==> config.mk <==
export PLATFORM = sky130hd
export DESIGN_NAME = sooeb_fifo
export DESIGN_NICKNAME = d
export VERILOG_FILES = /design/src/sv/sooeb_pkg.sv /design/src/sv/sooeb_fifo.sv
export SDC_FILE = /design/constraint.sdc
export NUM_CORES = 1
export LEC_CHECK = 0
export ABC_CLOCK_PERIOD_IN_PS = 9900
export BUFFER_PORTS_ARGS = -buffer_cell sky130_fd_sc_hd__buf_2
export CORE_ASPECT_RATIO = 0.6
export CORE_MARGIN = 2
export CORE_UTILIZATION = 40
export CTS_BUF_LIST = sky130_fd_sc_hd__clkbuf_2
export DETAILED_ROUTE_END_ITERATION = 8
export GPL_TIMING_DRIVEN = 0
export SYNTH_ARGS = -nofsm -noshare
export SYNTH_HDL_FRONTEND = slang
export SYNTH_SLANG_ARGS = --single-unit
==> constraint.sdc <==
create_clock -name clk -period 9.9 [get_ports clk]
set_input_delay 0.495 -clock clk [delete_from_list [all_inputs] [get_ports clk]]
set_output_delay 0.495 -clock clk [all_outputs]
set_load 0.02 [all_outputs]
==> src/sv/sooeb_pkg.sv <==
// Shared types, constants and helpers for the stroke blend block.
// Used by every module of the block; depends on nothing.
`default_nettype none
package sooeb_pkg;

    // Fixed-point constants (16 fraction bits)
    localparam logic [17:0] ONE_Q16    = 18'd65536;
    localparam logic [17:0] MIN_ALPHA  = 18'd7;
    // floor(y / 255) == (y * DIV255_MUL) >> 33 for all 24-bit y
    localparam logic [25:0] DIV255_MUL = 26'd33686019;
    localparam logic [8:0]  OPACITY_MAX = 9'd256;

    // Queue between front and back
    localparam int QDEPTH = 4;
    localparam int QAW    = $clog2(QDEPTH);

    // Divider: quotient bits and stages
    localparam int QBITS  = 9;
    localparam int BSTAGES = QBITS + 1;

    // Register indexes (paddr[2])
    localparam logic REG_OPACITY = 1'b0;
    localparam logic REG_ERASE   = 1'b1;

    typedef struct packed {
        logic [7:0] stroke_red;
        logic [7:0] stroke_green;
        logic [7:0] stroke_blue;
        logic [7:0] stroke_alpha;
        logic [7:0] base_red;
        logic [7:0] base_green;
        logic [7:0] base_blue;
        logic [7:0] base_alpha;
    } pix_t;

    typedef struct packed {
        logic [7:0] out_red;
        logic [7:0] out_green;
        logic [7:0] out_blue;
        logic [7:0] out_alpha;
        logic       pixel_changed;
    } res_t;

    // Classified item handed from front to back
    typedef struct packed {
        logic [2:0][7:0]  base;
        logic             keep;
        logic             erase;
        logic [7:0]       alpha;
        logic [17:0]      oa;
        logic [2:0][25:0] num;
    } qent_t;

    // One divider stage
    typedef struct packed {
        logic [2:0][7:0]        base;
        logic                   keep;
        logic                   erase;
        logic [7:0]             alpha;
        logic [17:0]            oa;
        logic [2:0][26:0]       rem;
        logic [2:0][QBITS-1:0]  quo;
    } bst_t;

    function automatic logic [16:0] div255(input logic [23:0] y);
        logic [49:0] p;
        p = {26'd0, y} * {24'd0, DIV255_MUL};
        return p[49:33];
    endfunction

    function automatic logic [7:0] clamp8(input logic [10:0] v);
        return (v > 11'd255) ? 8'd255 : v[7:0];
    endfunction

endpackage
`default_nettype wire

==> src/sv/sooeb_fifo.sv <==
// Short queue between front and back ends.
// Depends on sooeb_pkg.
`default_nettype none
module sooeb_fifo (
    input  wire logic              clk,
    input  wire logic              rst_n,
    input  wire logic              push,
    input  wire sooeb_pkg::qent_t  wdata,
    output logic                   full,
    input  wire logic              pop,
    output logic                   empty,
    output sooeb_pkg::qent_t       head
);
    import sooeb_pkg::*;

    qent_t            mem_reg [QDEPTH];
    logic [QAW-1:0]   wp_reg, wp_next, rp_reg, rp_next;
    logic [QAW:0]     cnt_reg, cnt_next;

    assign full  = (cnt_reg == (QAW+1)'(QDEPTH));
    assign empty = (cnt_reg == '0);
    assign head  = mem_reg[rp_reg];

    // Pointer and count update
    always_comb
    begin
        wp_next  = push ? wp_reg + 1'b1 : wp_reg;
        rp_next  = pop  ? rp_reg + 1'b1 : rp_reg;
        cnt_next = cnt_reg + (QAW+1)'(push) - (QAW+1)'(pop);
    end

    always_ff @(posedge clk or negedge rst_n)
    begin
        if (!rst_n)
        begin
            wp_reg  <= '0;
            rp_reg  <= '0;
            cnt_reg <= '0;
        end
        else
        begin
            wp_reg  <= wp_next;
            rp_reg  <= rp_next;
            cnt_reg <= cnt_next;
        end
    end

    always_ff @(posedge clk)
    begin
        if (push)
            mem_reg[wp_reg] <= wdata;
    end

`ifndef SYNTH
    a_cnt_range: assert property (@(posedge clk) disable iff (!rst_n)
        cnt_reg <= (QAW+1)'(QDEPTH)) else $error("queue count overflow");
    a_no_push_full: assert property (@(posedge clk) disable iff (!rst_n)
        push |-> !full) else $error("push into full queue");
    a_no_pop_empty: assert property (@(posedge clk) disable iff (!rst_n)
        pop |-> !empty) else $error("pop from empty queue");
    a_cnt_track: assert property (@(posedge clk) disable iff (!rst_n)
        (push && !pop) |=> (cnt_reg == $past(cnt_reg) + 1'b1))
        else $error("queue count lost a push");
`endif

endmodule
`default_nettype wire

==> results.md <==
* CTS tree: done
* Final wirelength at 38000 um
* CP cell instances: clkbuf_1, buf_2, buf_2, mux4_2, buf_2
* CTS Root Cell: clkbuf_2
* CTS Buf Count at 117
* Most area-hungry cell type in the Yosys netlist: edfxtp_1
* Crit path DAT at 2760 ps
* Drt initial violations at 510
* Slew headroom at 44.1%
* Post-Syn Instances at 714
* Starting Density at 40.2%
* Delay-heaviest family, CP: buffers and inverters
* Slowest-stage cell, CP: buf_2
* Synthesis-stage register bit count at 527
* Yosys top cell area share at 81.6%
* Max FFs per register at 520
* I/O pins at 266
* Overall Global Routing Usage at 15.5%
* HPWL Detailed at 22700 um
* Mapped Avg Cell Area at 26.8 um^2
* Clock sink count at 527
* Most frequent cells in the layout: 520 x edfxtp_1, 280 x buf_2, 165 x clkbuf_2, 134 x dlygate4sd3_1, 130 x mux4_2
* Grt ovf at 0
* Hold-critical path endpoint: mem_reg[0][124]$_DFFE_PP_
* Mapped Nets at 855
* Overall Power at 6580 uW
* Fraction of layout instances using a drive strength above 1 at 46.1%
* Area after DPL at 0.0215 mm^2
* Worst Path Max Fanout at 10
* Clock insertion delay at the later pin of the skew report at 1020 ps
* DIE WIDTH at 286 um
* Top cells by area, synth: edfxtp_1 82%, mux4_2 15%, dfrtp_1 0.92%, buf_6 0.59%, buf_2 0.39%
* Post-synthesis sequential area ratio at 82.5%
* Core Rows at 62
* CTS clk-pin slew, worst paths at 110 ps
* Reg-to-reg slack, setup at 7650 ps
* ANT nets after route at 0
* Leakage at 0.00838 uW
* First-pass GRT wire length at 58400 um
* Antenna violations before repair at 2
* H-tree Lvls at 3
* Post-layout nets at 1381
* VDD IR max at 147 uV
* GP Congestion at 0.661
* Worst Setup End Kind: output pin
* Pwr dens at 277 mW/mm^2
* Synth unique cells at 17
* Count of final setup violators at 0
* Min-delay src: wdata[124]
* RSZ-0062 raised after global routing: no
* Cell area after synthesis at 0.0191 mm^2
* Clock tree buffer depth at 3
* Status: completed
* Vias in the first global route at 10200
* Fin crit period at 3250 ps
* Final hold violation count at 0
* Startpoint type of the worst setup path: flip-flop
* CP bufs+invs at 4
* Final Max Slew Viols at 0
* Final Cycle Share at 32.9%
* DIE HEIGHT at 173 um
* CP Class: reg2out
* Slew @ Worst Pin at 839 ps
* Core Region at 0.0476 mm^2
* 1st-pass router iterations at 4
* R2R Path End: mem_reg[3][59]$_DFFE_PP_
* Fin area at 0.0238 mm^2
* Largest net degree at the start of global routing at 55
* Total of max-cap violations at 0
* Synth warn at 0
* Most common cell after layout, fill and taps aside: edfxtp_1
* Routed vias at 9324
* Fmax at 307 MHz
* Cell repeated most along the worst path: buf_2
* PostCTS Resize Cnt at 0
* Layout Skew at 104 ps
* Req. time, crit path at 9410 ps
* Remaining DRCs at 0
* Worst hold stages at 2
* Worst r2r src: wp_reg[0]$_DFFE_PN0P_
* CP max stage delay at 400 ps
* Setup tns final at 0 ps
* Worst R2R Path Depth at 4
* Drt wl/cell at 19.5 um
* Area grow syn2layout at 24.3%
* Die ar. at 0.0497 mm^2
* HP Class: in2reg
* Routed vias/inst at 4.77
* I/O Buffers at 265
-- routing by layer --
metal	GRT usage (%)	vias to the layer above	routed length [um]
met2	24.3	274	18300
met5	0	-	0
li1	-	4215	-
met4	5.00	0	595
met1	20.8	4773	16700
met3	4.92	62	2480
-- cells in the mapped netlist (all sizes together) --
master,count
buf,26
fa,1
xor2,2
inv,6
nand2,2
mux4,130
dfrtp,7
nor3,1
and3,1
ha,6
xnor2,3
edfxtp,520
and2,4
o21ai,1
clkbuf,4
-- metrics by stage --
step	util [%]	hold WS, ps	instances	worst slack, ps
floorplan	-	199	714	5790
global placement	44.7	334	1619	3150
detailed placement	45.2	338	1627	7510
CTS	50.0	14.1	1955	6330
global route	50.0	48.2	1956	6270
finish	50.0	215	1956	6650
-- cells by family after synthesis --
logic type | after synthesis | synth area share, %
flip-flops | 527 | 82.5
multiplexers | 130 | 15.3
buffers and inverters | 36 | 1.22
AND/OR/NAND/NOR | 8 | 0.229
adder cells (fa/ha/maj) | 7 | 0.497
XOR/XNOR | 5 | 0.229
AO/OA/AOI/OAI | 1 | 0.0261
-- worst max-delay path by stage --
stage | startpoint | end | slack (ps) | depth (start not counted)
6_report | rp_reg[1]$_DFFE_PN0P_ | head[89] | 6650 | 5
5_1_grt | rp_reg[1]$_DFFE_PN0P_ | head[81] | 6270 | 5
4_1_cts | rp_reg[1]$_DFFE_PN0P_ | head[88] | 6330 | 5
3_5_place_dp | rp_reg[1]$_DFFE_PN0P_ | head[88] | 7510 | 5
3_3_place_gp | push | mem_reg[2][61]$_DFFE_PP_ | 3150 | 2
2_1_floorplan | wp_reg[0]$_DFFE_PN0P_ | mem_reg[0][0]$_DFFE_PP_ | 5790 | 3
-- power breakdown --
group          leakage, uW  switching, uW  total, uW  internal [uW]
combinational      0.00278           1390       2360            968
sequential         0.00486           78.7       2990           2910
clock             0.000739            791       1240            445
total              0.00838           2260       6580           4320
-- final cells by class --
type	instances	area, um^2
diodes	1	2.50
plain buffers	30	210
clock buffers	165	826
clock inverters	29	129
fillers	3936	23800
inverters	6	22.5
multi-input cells	151	3130
flip-flops and latches	527	15800
well taps	640	801
repair buffers	407	2890
-- repair_timing --
item,in CTS,in global routing
hold buffers,134,0
setup endpoints to repair,0,0
hold endpoints to repair,556,0
buffers inserted,0,0
Note: power is estimated with default switching activity, not from simulation.
