**src/sv/sooeb_pkg.sv**
```systemverilog
// Shared types, constants and helpers for the stroke blend block.
// Used by every module of the block; depends on nothing.
`default_nettype none
package sooeb_pkg;

    // Fixed-point constants (16 fraction bits)
    localparam logic [17:0] ONE_Q16    = 18'd65536;
    localparam logic [17:0] MIN_ALPHA  = 18'd7;
    // floor(y / 255) == (y * DIV255_MUL) >> 33 for all 24-bit y
    localparam logic [25:0] DIV255_MUL = 26'd33686019;
    localparam logic [8:0]  OPACITY_MAX = 9'd256;

    // Queue between front and back
    localparam int QDEPTH = 4;
    localparam int QAW    = $clog2(QDEPTH);

    // Divider: quotient bits and stages
    localparam int QBITS  = 9;
    localparam int BSTAGES = QBITS + 1;

    // Register indexes (paddr[2])
    localparam logic REG_OPACITY = 1'b0;
    localparam logic REG_ERASE   = 1'b1;

    typedef struct packed {
        logic [7:0] stroke_red;
        logic [7:0] stroke_green;
        logic [7:0] stroke_blue;
        logic [7:0] stroke_alpha;
        logic [7:0] base_red;
        logic [7:0] base_green;
        logic [7:0] base_blue;
        logic [7:0] base_alpha;
    } pix_t;

    typedef struct packed {
        logic [7:0] out_red;
        logic [7:0] out_green;
        logic [7:0] out_blue;
        logic [7:0] out_alpha;
        logic       pixel_changed;
    } res_t;

    // Classified item handed from front to back
    typedef struct packed {
        logic [2:0][7:0]  base;
        logic             keep;
        logic             erase;
        logic [7:0]       alpha;
        logic [17:0]      oa;
        logic [2:0][25:0] num;
    } qent_t;

    // One divider stage
    typedef struct packed {
        logic [2:0][7:0]        base;
        logic                   keep;
        logic                   erase;
        logic [7:0]             alpha;
        logic [17:0]            oa;
        logic [2:0][26:0]       rem;
        logic [2:0][QBITS-1:0]  quo;
    } bst_t;

    function automatic logic [16:0] div255(input logic [23:0] y);
        logic [49:0] p;
        p = {26'd0, y} * {24'd0, DIV255_MUL};
        return p[49:33];
    endfunction

    function automatic logic [7:0] clamp8(input logic [10:0] v);
        return (v > 11'd255) ? 8'd255 : v[7:0];
    endfunction

endpackage
`default_nettype wire

```
**src/sv/sooeb_back.sv**
```systemverilog
// Back end: pipelined radix-2 divider for the three color channels and result mux.
// Depends on sooeb_pkg.
`default_nettype none
module sooeb_back (
    input  wire logic              clk,
    input  wire logic              rst_n,
    input  wire sooeb_pkg::qent_t  head,
    input  wire logic              empty,
    output logic                   pop,
    output logic                   res_valid,
    input  wire logic              res_stall,
    output sooeb_pkg::res_t        res
);
    import sooeb_pkg::*;

    bst_t              stg_reg  [BSTAGES];
    bst_t              stg_next [BSTAGES];
    logic [BSTAGES-1:0] v_reg;
    logic              out_v_reg;
    res_t              out_reg, out_next;
    logic              en;
    logic [26:0]       dsh;

    assign en        = !out_v_reg || !res_stall;
    assign pop       = !empty && en;
    assign res_valid = out_v_reg;
    assign res       = out_reg;

    // Load from queue, then one quotient bit per stage
    always_comb
    begin
        dsh = '0;
        stg_next[0].base  = head.base;
        stg_next[0].keep  = head.keep;
        stg_next[0].erase = head.erase;
        stg_next[0].alpha = head.alpha;
        stg_next[0].oa    = head.oa;
        stg_next[0].quo   = '0;
        for (int i = 0; i < 3; i++)
            stg_next[0].rem[i] = {1'b0, head.num[i]} + {10'd0, head.oa[17:1]};
        for (int j = 1; j < BSTAGES; j++)
        begin
            stg_next[j] = stg_reg[j-1];
            dsh = {9'd0, stg_reg[j-1].oa} << (QBITS - j);
            for (int i = 0; i < 3; i++)
            begin
                if (stg_reg[j-1].rem[i] >= dsh)
                begin
                    stg_next[j].rem[i] = stg_reg[j-1].rem[i] - dsh;
                    stg_next[j].quo[i][QBITS-j] = 1'b1;
                end
            end
        end
    end

    // Result selection
    always_comb
    begin
        bst_t l;
        l = stg_reg[BSTAGES-1];
        out_next.out_red       = l.base[0];
        out_next.out_green     = l.base[1];
        out_next.out_blue      = l.base[2];
        out_next.out_alpha     = l.alpha;
        out_next.pixel_changed = !l.keep;
        if (!l.keep && !l.erase)
        begin
            out_next.out_red   = clamp8({2'd0, l.quo[0]});
            out_next.out_green = clamp8({2'd0, l.quo[1]});
            out_next.out_blue  = clamp8({2'd0, l.quo[2]});
        end
    end

    always_ff @(posedge clk or negedge rst_n)
    begin
        if (!rst_n)
        begin
            v_reg     <= '0;
            out_v_reg <= 1'b0;
        end
        else if (en)
        begin
            v_reg     <= {v_reg[BSTAGES-2:0], pop};
            out_v_reg <= v_reg[BSTAGES-1];
        end
    end

    always_ff @(posedge clk)
    begin
        if (en)
        begin
            for (int j = 0; j < BSTAGES; j++)
                stg_reg[j] <= stg_next[j];
            out_reg <= out_next;
        end
    end

endmodule
`default_nettype wire

```
**config.mk**
```make
export PLATFORM = sky130hd
export DESIGN_NAME = sooeb_back
export DESIGN_NICKNAME = d
export VERILOG_FILES = /design/src/sv/sooeb_pkg.sv /design/src/sv/sooeb_back.sv
export SDC_FILE = /design/constraint.sdc
export NUM_CORES = 2
export LEC_CHECK = 0
export BUFFER_PORTS_ARGS = -buffer_cell sky130_fd_sc_hd__buf_2
export CORE_MARGIN = 4
export CORE_UTILIZATION = 50
export DETAILED_ROUTE_END_ITERATION = 10
export HOLD_SLACK_MARGIN = 0.03
export PLACE_DENSITY = 0.74
export SLEW_MARGIN = 20
export SYNTH_ARGS = -nofsm -noshare
export SYNTH_HDL_FRONTEND = slang
export SYNTH_SLANG_ARGS = --single-unit
export TNS_END_PERCENT = 100
```
**constraint.sdc**
```tcl
create_clock -name clk -period 52.5 [get_ports clk]
set_clock_uncertainty 0.05 [all_clocks]
set_input_delay 10.5 -clock clk [delete_from_list [all_inputs] [get_ports clk]]
set_output_delay 10.5 -clock clk [all_outputs]
set_load 0.01 [all_outputs]
```
==> reports/results.ini <==
[yosys]
synth.avg_cell_area_um2 = 12.0
async_flop_share_pct = 0.780
synth_area_um2 = 75000
syn-num-nets = 6973
synth_edf_count = 1399
yosys_register_bits = 1410
yosysSeqAreaShare_pct = 56.3
yosys_warnings = 0
synth.distinct_cells = 93
synthFlopType = edfxtp_1
synth_cells = 6275

[drt]
wl_per_cell_um = 20.4
routed_wl_mm = 176
vias = 49000
first_pass_iters = 5
viasPerCell = 5.66
ant_nets = 0
drc_errors = 0
drt_iter0_markers = 3880

[critical_path]
crit_buf_inv = 2
end_kind = output port
cp.arrival_ns = 10.98
crit_slowest_cell = a21oi_1
path_class = in -> out
cp_cell_sequence = buf_2, a21oi_1, buf_2
crit_top_cell = buf_2
crit_fanout = 3
crit_family = buffers and inverters
worstSetupStartpointType = primary input
worst-path-stages = 3
required_ns = 41.95
reg2reg_depth = 6
slowest_delay_ns = 0.18

[global_route]
grt_overflow_total = 0
first_global_vias = 47900
grt_usage_pct = 22.3
antenna_found_initial = 0
grt_pass1_wl_mm = 271
grt_max_degree = 196

[die]
rows = 141
die-area_um2 = 156000
pin_count = 169
start_util_pct = 50.6
die_h_um = 395
core_um2 = 148000
die_w_um = 395

[clock_network]
cts_setup_buffers = 0
cts_tree = built
cts_resized = 0
clk_latency_ns = 0.77
cts_hold_buf = 0
cts-htree-levels = 4
clkSlewWorstSetupHoldPaths_ns = 0.06
cts_buffers = 147
cts_root_buf = clkbuf_16
cts.sinks = 1410
cts.path.max_buffers = 3

[sta]
tns_ns = 0
finalSetupViolCount = 0
layout_worst_path_cycle_share_pct = 41.0
timing.fmax_mhz = 46.5
worstMarginPinSlew_ns = 1.06
rsz0062_at_grt = false
hold_violations = 0
relSlewSlack_pct = 29.4
drv_slew = 0
post-route-min-period_ns = 21.53

[cells_and_area]
syn_to_final_growth_pct = 10.8
finalInstanceArea_um2 = 83200
final_cell_count_no_fill = 8645
layout.nets = 7221
largest_register_ffs = 1366
drive_gt1_share_pct = 9.36

[min_path]
min-delay-path-class = reg -> reg
worstHoldPathCells = 0

[status]
outcome = finished clean

[pwr]
power_mw = 6.37
irDropWorstVdd_v = 0.0000440
p_leak_nw = 32.0
p_per_area_nw_per_um2 = 76.6

[place]
placed_cells = 8376
hpwl_mm = 138
gp_congestion = 0.975
dpl_cell_area_um2 = 78300
port_buffers = 168

[run]
drv_cap = 0

cell type report:
cell class                 count  area [um^2]
inverter                     344         1290
clock inverter                87          995
clock buffer                 181         3830
tap                         2002         2500
multi-input combinational   4414        31100
sequential                  1410        42300
fill                       12200        65200
timing repair buffer         206         1140
antenna                        1         2.50
layout by cell type (no fill, tap or decap), drive strengths merged, types with 22 or more instances in the layout:
master	count
edfxtp	1399
ha	537
nand2	489
o21ai	475
a21oi	417
nor2	413
inv	350
xnor2	253
xor2	234
buf	206
clkbuf	181
a21o	146
nor3	131
mux2	121
o21a	105
nand3	98
a211oi	67
clkinv	67
nor2b	63
nor4	63
nand4	62
nand2b	61
or3	51
and3	42
o21bai	41
o211ai	37
a31oi	35
o31a	33
o31ai	31
fa	27
or2	25
nor4b	22
a21boi	22
final timing paths:
kind	from	to	slack, ns
worst max-delay path	res_stall	pop	30.97
worst min-delay path	stg_reg[7][138]	stg_reg[8][138]	0.36
worst max register to register	res_valid	stg_reg[7][30]	47.12
worst min register to register	stg_reg[7][138]	stg_reg[8][138]	0.36
max in group asynchronous	rst_n	v_reg[6]	42.66
min in group asynchronous	rst_n	v_reg[4]	9.54
cell families (layout without fill, tap and decap cells):
group	Yosys count	after routing	share of synthesized area, %
muxes	136	136	2.02
AOI/OAI and AO/OA	1591	1591	13.4
and+or+nand+nor	1636	1636	10.6
xor gates and xnor gates	487	487	5.68
other	0	1	0
DFF	1410	1410	56.3
adders and majority gates	564	564	9.67
buffers and inverters	451	818	2.29
Yosys cell counts (all sizes together) (13+ instances only):
| cell type | n | area share, % |
|---|---|---|
| nor4b | 22 | 0.26 |
| nand2b | 61 | 0.51 |
| o21a | 105 | 1.1 |
| o31ai | 31 | 0.31 |
| and4 | 15 | 0.18 |
| a2111oi | 18 | 0.24 |
| a21o | 146 | 1.5 |
| nor2 | 413 | 2.1 |
| clkbuf | 80 | 0.40 |
| inv | 343 | 1.7 |
| mux2 | 121 | 1.8 |
| or3 | 51 | 0.43 |
| a21boi | 22 | 0.22 |
| nand2 | 489 | 2.4 |
| o31a | 33 | 0.39 |
| a31oi | 35 | 0.31 |
| o21bai | 41 | 0.41 |
| a211oi | 67 | 0.69 |
| a211o | 21 | 0.25 |
| mux2i | 15 | 0.20 |
| buf | 27 | 0.17 |
| nor3 | 131 | 0.88 |
| nand4 | 62 | 0.52 |
| o41ai | 14 | 0.16 |
| a21oi | 417 | 2.8 |
| o211ai | 37 | 0.37 |
| edfxtp | 1399 | 56 |
| and3 | 42 | 0.35 |
| o22ai | 13 | 0.11 |
| nor4 | 63 | 0.53 |
| xnor2 | 253 | 3.0 |
| or4 | 18 | 0.19 |
| o21ai | 475 | 3.2 |
| or2 | 25 | 0.21 |
| xor2 | 234 | 2.7 |
| nor2b | 63 | 0.53 |
| nand3 | 98 | 0.65 |
| nand4b | 20 | 0.23 |
| nor3b | 14 | 0.14 |
| and2 | 21 | 0.18 |
| fa | 27 | 0.72 |
| ha | 537 | 9.0 |
| nand3b | 14 | 0.14 |
per-layer routing:
metal  vias up  share of wire (%)  track usage (%)
li1      24200                  -                -
met1     23000                 41             26.7
met2      1301                 49             38.4
met3       408                3.7             2.63
met4         0                7.1             13.8
met5         -                  0                0
power breakdown:
group          leakage, nW  internal [mW]  switching [mW]
combinational         15.6           1.25            1.79
clock                 2.34          0.583           0.434
sequential            14.0           2.03           0.287
stage by stage:
step / hold WS [ns] / worst slack (ns) / util (%)
finish: 0.358 / 30.97 / 56.0
global route: 0.362 / 30.93 / 56.0
CTS: 0.355 / 30.96 / 56.0
detailed placement: 0.355 / 30.97 / 52.8
global placement: 0.350 / 30.96 / 52.8
floorplan: 0.350 / 21.95 / -
No activity file was read; power rests on OpenSTA's default activity.
