### src/sv/sooeb_pkg.sv
// Shared types, constants and helpers for the stroke blend block.
// Used by every module of the block; depends on nothing.
`default_nettype none
package sooeb_pkg;

    // Fixed-point constants (16 fraction bits)
    localparam logic [17:0] ONE_Q16    = 18'd65536;
    localparam logic [17:0] MIN_ALPHA  = 18'd7;
    // floor(y / 255) == (y * DIV255_MUL) >> 33 for all 24-bit y
    localparam logic [25:0] DIV255_MUL = 26'd33686019;
    localparam logic [8:0]  OPACITY_MAX = 9'd256;

    // Queue between front and back
    localparam int QDEPTH = 4;
    localparam int QAW    = $clog2(QDEPTH);

    // Divider: quotient bits and stages
    localparam int QBITS  = 9;
    localparam int BSTAGES = QBITS + 1;

    // Register indexes (paddr[2])
    localparam logic REG_OPACITY = 1'b0;
    localparam logic REG_ERASE   = 1'b1;

    typedef struct packed {
        logic [7:0] stroke_red;
        logic [7:0] stroke_green;
        logic [7:0] stroke_blue;
        logic [7:0] stroke_alpha;
        logic [7:0] base_red;
        logic [7:0] base_green;
        logic [7:0] base_blue;
        logic [7:0] base_alpha;
    } pix_t;

    typedef struct packed {
        logic [7:0] out_red;
        logic [7:0] out_green;
        logic [7:0] out_blue;
        logic [7:0] out_alpha;
        logic       pixel_changed;
    } res_t;

    // Classified item handed from front to back
    typedef struct packed {
        logic [2:0][7:0]  base;
        logic             keep;
        logic             erase;
        logic [7:0]       alpha;
        logic [17:0]      oa;
        logic [2:0][25:0] num;
    } qent_t;

    // One divider stage
    typedef struct packed {
        logic [2:0][7:0]        base;
        logic                   keep;
        logic                   erase;
        logic [7:0]             alpha;
        logic [17:0]            oa;
        logic [2:0][26:0]       rem;
        logic [2:0][QBITS-1:0]  quo;
    } bst_t;

    function automatic logic [16:0] div255(input logic [23:0] y);
        logic [49:0] p;
        p = {26'd0, y} * {24'd0, DIV255_MUL};
        return p[49:33];
    endfunction

    function automatic logic [7:0] clamp8(input logic [10:0] v);
        return (v > 11'd255) ? 8'd255 : v[7:0];
    endfunction

endpackage
`default_nettype wire

### src/sv/sooeb_front.sv
// Front end: accepts pixels, computes alphas and blend numerators, classifies.
// Depends on sooeb_pkg.
`default_nettype none
module sooeb_front (
    input  wire logic             clk,
    input  wire logic             rst_n,
    input  wire logic [8:0]       opacity,
    input  wire logic             erase,
    input  wire logic             pix_valid,
    output logic                  pix_stall,
    input  wire sooeb_pkg::pix_t  pix,
    output logic                  push,
    input  wire logic             full,
    output sooeb_pkg::qent_t      qdata
);
    import sooeb_pkg::*;

    logic [5:1] v_reg, v_next;
    logic       en;

    pix_t        p1_reg, p2_reg, p3_reg, p4_reg;
    logic [15:0] x1_reg;
    logic [16:0] da1_reg, da2_reg;
    logic [16:0] sa2_reg, sa3_reg;
    logic        skip1_reg, skip2_reg, skip3_reg;
    logic        er1_reg, er2_reg, er3_reg;
    logic [33:0] prod3_reg;
    logic [2:0][24:0] ss3_reg, ss4_reg;
    logic [16:0] t4_reg;
    logic [17:0] oa4_reg;
    logic [7:0]  alpha4_reg;
    logic        keep4_reg, er4_reg;
    qent_t       q5_reg;

    // Stage combinational values
    logic [8:0]  op;
    logic [16:0] x_full;
    logic [16:0] ia;
    logic [33:0] trnd;
    logic [16:0] t;
    logic [17:0] oa;
    logic        keep;
    logic [42:0] ea_sum;
    logic [26:0] pa_sum;
    logic [7:0]  ea, pa;
    logic [2:0][7:0] srgb, drgb;
    logic [2:0][24:0] dt;

    // Pipeline advance
    assign en        = !v_reg[5] || !full;
    assign pix_stall = !en;
    assign push      = v_reg[5] && !full;
    assign qdata     = q5_reg;

    always_comb
    begin
        v_next = {v_reg[4:1], pix_valid};
    end

    always_ff @(posedge clk or negedge rst_n)
    begin
        if (!rst_n)
            v_reg <= '0;
        else if (en)
            v_reg <= v_next;
    end

    // Stage 1: opacity scaling, base alpha to Q16
    always_comb
    begin
        op     = (opacity > OPACITY_MAX) ? OPACITY_MAX : opacity;
        x_full = {9'd0, pix.stroke_alpha} * {8'd0, op};
    end

    // Stage 3, 4 and 5 helpers
    always_comb
    begin
        ia     = 17'(ONE_Q16 - {1'b0, sa2_reg});
        trnd   = prod3_reg + 34'd32768;
        t      = trnd[32:16];
        oa     = {1'b0, sa3_reg} + {1'b0, t};
        keep   = skip3_reg || (!er3_reg && (oa < MIN_ALPHA));
        ea_sum = ({1'b0, prod3_reg, 8'd0} - {9'd0, prod3_reg}) + 43'h0080000000;
        ea     = clamp8(ea_sum[42:32]);
        pa_sum = ({1'b0, oa, 8'd0} - {9'd0, oa}) + 27'd32768;
        pa     = clamp8(pa_sum[26:16]);
        srgb   = {p2_reg.stroke_blue, p2_reg.stroke_green, p2_reg.stroke_red};
        drgb   = {p4_reg.base_blue, p4_reg.base_green, p4_reg.base_red};
        for (int i = 0; i < 3; i++)
            dt[i] = {17'd0, drgb[i]} * {8'd0, t4_reg};
    end

    always_ff @(posedge clk)
    begin
        if (en)
        begin
            // Stage 1
            p1_reg    <= pix;
            x1_reg    <= x_full[15:0];
            da1_reg   <= div255({pix.base_alpha, 16'd0} + 24'd127);
            skip1_reg <= (pix.stroke_alpha == 8'd0);
            er1_reg   <= erase;
            // Stage 2: effective stroke alpha
            p2_reg    <= p1_reg;
            sa2_reg   <= div255({x1_reg, 8'd0} + 24'd127);
            da2_reg   <= da1_reg;
            skip2_reg <= skip1_reg;
            er2_reg   <= er1_reg;
            // Stage 3: da*(1-sa) and stroke terms
            p3_reg    <= p2_reg;
            prod3_reg <= {17'd0, da2_reg} * {17'd0, ia};
            for (int i = 0; i < 3; i++)
                ss3_reg[i] <= {17'd0, srgb[i]} * {8'd0, sa2_reg};
            sa3_reg   <= sa2_reg;
            skip3_reg <= skip2_reg;
            er3_reg   <= er2_reg;
            // Stage 4: combined alpha, output alpha, classification
            // (a pass-through pixel keeps its base alpha)
            p4_reg     <= p3_reg;
            ss4_reg    <= ss3_reg;
            t4_reg     <= t;
            oa4_reg    <= oa;
            alpha4_reg <= keep ? p3_reg.base_alpha : (er3_reg ? ea : pa);
            keep4_reg  <= keep;
            er4_reg    <= er3_reg;
            // Stage 5: numerators
            q5_reg.base  <= drgb;
            q5_reg.keep  <= keep4_reg;
            q5_reg.erase <= er4_reg;
            q5_reg.alpha <= alpha4_reg;
            q5_reg.oa    <= oa4_reg;
            for (int i = 0; i < 3; i++)
                q5_reg.num[i] <= {1'b0, ss4_reg[i]} + {1'b0, dt[i]};
        end
    end

endmodule
`default_nettype wire

### config.mk
export PLATFORM = sky130hd
export DESIGN_NAME = sooeb_front
export DESIGN_NICKNAME = d
export VERILOG_FILES = /design/src/sv/sooeb_pkg.sv /design/src/sv/sooeb_front.sv
export SDC_FILE = /design/constraint.sdc
export NUM_CORES = 2
export LEC_CHECK = 0
export BUFFER_PORTS_ARGS = -buffer_cell sky130_fd_sc_hd__buf_2
export CELL_PAD_IN_SITES_DETAIL_PLACEMENT = 1
export CELL_PAD_IN_SITES_GLOBAL_PLACEMENT = 1
export CORE_UTILIZATION = 47
export DETAILED_ROUTE_END_ITERATION = 16
export PLACE_DENSITY_LB_ADDON = 0.1
export SYNTH_ARGS = -nofsm -noshare
export SYNTH_HDL_FRONTEND = slang
export SYNTH_SLANG_ARGS = --single-unit
### constraint.sdc
create_clock -name clk -period 16.66 [get_ports clk]
set_clock_uncertainty 0.2 [all_clocks]
set_input_delay 1.666 -clock clk [delete_from_list [all_inputs] [get_ports clk]]
set_output_delay 1.666 -clock clk [all_outputs]
set_load 0.05 [all_outputs]
==> results <==
- The number of nets handed over by synthesis was between 7000 and 8000.
- The critical path contains buffers and inverters numbering 5 combined.
- The I/O pin total is 210.
- Setup slack on the critical path of the routed design comes to 7.85 ns.
- Setup violations remaining at the end of the flow were counted as 0.
- The DRC marker count from the first detailed-route iteration is 1825.
- The CTS buffer count is 77.
- In this run the clock root is driven by a clkbuf_16.
- For the worst setup path, the data arrival time is between 9 and 10 ns.
- The cell count of the worst hold path is 0.
- The repair_antennas step left the layout with diodes totalling 0.
- The number of cells upsized or downsized after cts is 0.
- The H-tree depth is 3.
- The flow ran to the end, and the final reports show no timing, DRC or antenna violations.
- Of all cell types, the one taking the most synthesized area is edfxtp_1.
- In this design, the critical path's most frequently occurring cell is fa_1.
- For the pin with the worst max-slew slack, the measured transition is about 1.0 ns.
- The overflow left after global routing is 0.
- The total count of max-transition violations in the final report was 0.
- The largest incremental delay on the critical path is 0.57 ns.
- In this run the tool buffered the top-level ports with about 210 buffer cells.
- The die extent in y is 374 um.
- The sum of negative setup slack is 0 ns.
- The final layout contains routed wiring with a total length of around 160 mm.
- The number of cells on the critical path is 31.
- The layout cell share with drive strength beyond 1 is 7.11%.
- Summing every instance area after synthesis gives 0.0652 mm^2.
- For the worst setup path, the data required time is 16.87 ns.
- The path depth of the worst reg2reg path is 31.
- In the layout the commonest cells are inv_1, fa_1, nand2_1, ha_1, edfxtp_1.
- For this run, the detailed router's first-pass iteration total came to 5.
- Leaving out fill and tap cells, the most frequent cell in the layout is inv_1.
- The die span in x is between 300 and 400 um.
- The min-delay analysis places its worst path in the category reg2reg.
- During synthesis, Yosys emitted a total of 0 warnings.
- The detail route stage leaves a number of antenna-violating nets equal to 0.
- The critical-path maximum fanout is 27.
- The number of hold buffers added after CTS was 0.
- Yosys mapped a number of flops with a built-in enable equal to 617.
- The first global-routing pass estimated 260 mm of wire.
- The latest clock arrival within the worst-skew pair is 0.70 ns.
- The tightest hold margin is 0.193 ns.
- The final layout contains 7997 nets.
- The worst slew margin relative to its limit is 31.8%.
- The region available for standard cell placement spans 0.137 mm^2.
- For this configuration, the core starts out at a cell density of 47.4%.
- The routed layout has about 43000 vias.
- The clock period minus worst slack is 8.81 ns.
- The kind of end point of the critical path is a register.
- The synthesis-stage register bit count is 622.
- The tool flagged a number of max-cap violations equal to 0.
- The number of hold violations in the final report came to 0.
- The register with the most flip-flops in the layout has 130 of them.
- The sequential cell area fraction in the yosys report is 28.6%.
- The class of the most critical setup path is reg2reg.
- The clock net in this run drives a total of 622 sinks.
- Buffers added to address setup during post-CTS repair amount to 0.
- The overall die area is 0.140 mm^2.
- In this run the biggest area consumer among cell types represents 28.4% of the synthesized area.
- The top achievable clock speed is 0.114 GHz.
- The slowest stage cell on the critical path is or4_1.
- The largest buffer count on any clock path is 3.
- The standard-cell row count is around 140.
- In the final routed layout, each cell accounts on average for a little under 20 um.
- STA classifies the critical path startpoint as a register.
- The total half-perimeter wirelength after legalization and detailed placement is 125 mm.
- The clock-pin slew of the registers on the worst-case setup and hold paths is 0.06 ns.
- The most used flip-flop cell after synthesis is edfxtp_1.
- Setup repair after global routing left no endpoint under its margin.
- The number of antenna violations at the first check in global routing is 1.
- Dividing the synthesized area by the synthesized cell count gives 10.6 um^2.
- The via count of the first global-routing pass was roughly 48000.
- The kind of cell adding the most delay to the critical path is adder cells.
- TritonCTS built the clock tree.
- At the end of routability-driven placement, the weighted congestion stood at 0.825.
- Global routing consumed, over all layers together, 23.4% of the routing resources.
- By area the synthesized netlist is led by edfxtp_1, fa_1, ha_1.
- The final worst-path cycle share is 52.9%.
- The worst slack after detailed placement is a little under 8 ns.
- The number of filler instances in the final layout is 14900.
- The detail-routed via count per cell is 5.25.
- The flop-to-flop setup slack is 7.85 ns.
- The number of unique standard cell types used by synthesis is between 80 and 90.
- Of all flip-flops after synthesis, the portion carrying an async set or reset was less than 1%.
- In the routed design, unresolved DRC markers number 0.
- From synthesis to final layout, the design area changed by 8.82%.
- The maximum number of pins on one net before global-route repair is between 150 and 200.
- The instance count of the mapped netlist is 6123.
-- area by class of cell --
cell class | instances | area, um^2 | share of cell area, %
inverter | 1188 | 4460 | 6.29
tap | 1794 | 2240 | 3.16
clock buffer | 91 | 1980 | 2.79
clock inverter | 49 | 661 | 0.931
timing repair buffer | 279 | 1580 | 2.23
sequential | 622 | 18700 | 26.3
multi-input combinational | 4110 | 41400 | 58.3
-- cells in the mapped netlist (5+ instances only) --
cell type     n
fa_1        894
o31ai_1       5
mux2_2        5
a21oi_1     138
o211ai_1     10
nand4_1      19
o21a_1       19
or3_1        22
a21boi_0     21
or2_2        13
clkbuf_1    191
and2_1      544
dfrtp_1       5
nand3b_1      6
a211oi_1     14
o41ai_1       6
inv_1      1187
edfxtp_1    617
o31a_1        9
buf_1        10
nand3_1      58
xor2_1       60
o2111ai_1     8
o21bai_1     22
a21o_1       60
nor2_1      160
nand2b_1     18
a31o_2        8
a211o_1       9
a31oi_1      15
nor3_1       57
nor2b_1      37
o21ai_0      89
and3_1       22
nand2_1     748
ha_1        747
and4_1        5
nor4_1        9
or4_1         6
o2bb2ai_1     5
xnor2_1     182
-- layer usage --
layer | track usage, % | share of wire, % | vias to the layer above | wire length, um
met2 | 40.3 | 49 | 667 | 77200
met4 | 5.50 | 2.3 | 2 | 3570
met3 | 3.06 | 3.5 | 173 | 5580
li1 | - | - | 19700 | -
met1 | 31.4 | 45 | 22100 | 71500
met5 | 0 | 0.0082 | - | 13
-- final timing paths --
| kind | startpoint | endpoint |
|---|---|---|
| setup reg to reg | sa2_reg[4]$_DFFE_PN_ | prod3_reg[33]$_DFFE_PN_ |
| hold reg to reg | ss3_reg[44]$_DFFE_PN_ | ss4_reg[44]$_DFFE_PN_ |
| setup / recovery | sa2_reg[4]$_DFFE_PN_ | prod3_reg[33]$_DFFE_PN_ |
| min in group asynchronous | rst_n | v_reg[2]$_DFFE_PN0N_ |
| hold / removal | ss3_reg[44]$_DFFE_PN_ | ss4_reg[44]$_DFFE_PN_ |
| max in group asynchronous | rst_n | v_reg[3]$_DFFE_PN0N_ |
-- cell families (layout without fill, tap and decap cells) --
group           Yosys count  after routing  synth area share (%)
compound gates          484            484                  5.08
simple gates           1735           1735                  13.1
mux                       6              6                 0.102
flops                   622            622                  28.6
fa+ha+maj              1641           1641                  41.8
buf+inv                1391           1607                  8.02
xor+xnor                244            244                  3.34
-- through the flow --
stage	util, %	cells	area, um^2
finish	51.6	8133	70900
global route	51.6	8133	70900
CTS	51.6	8133	70900
detailed placement	49.7	7993	68300
global placement	49.7	7993	68300
floorplan	-	6123	65200
Power is left out: the tool's default activity adds up to more than one toggle a clock period on the data nets, which glitch-free logic cannot reach.
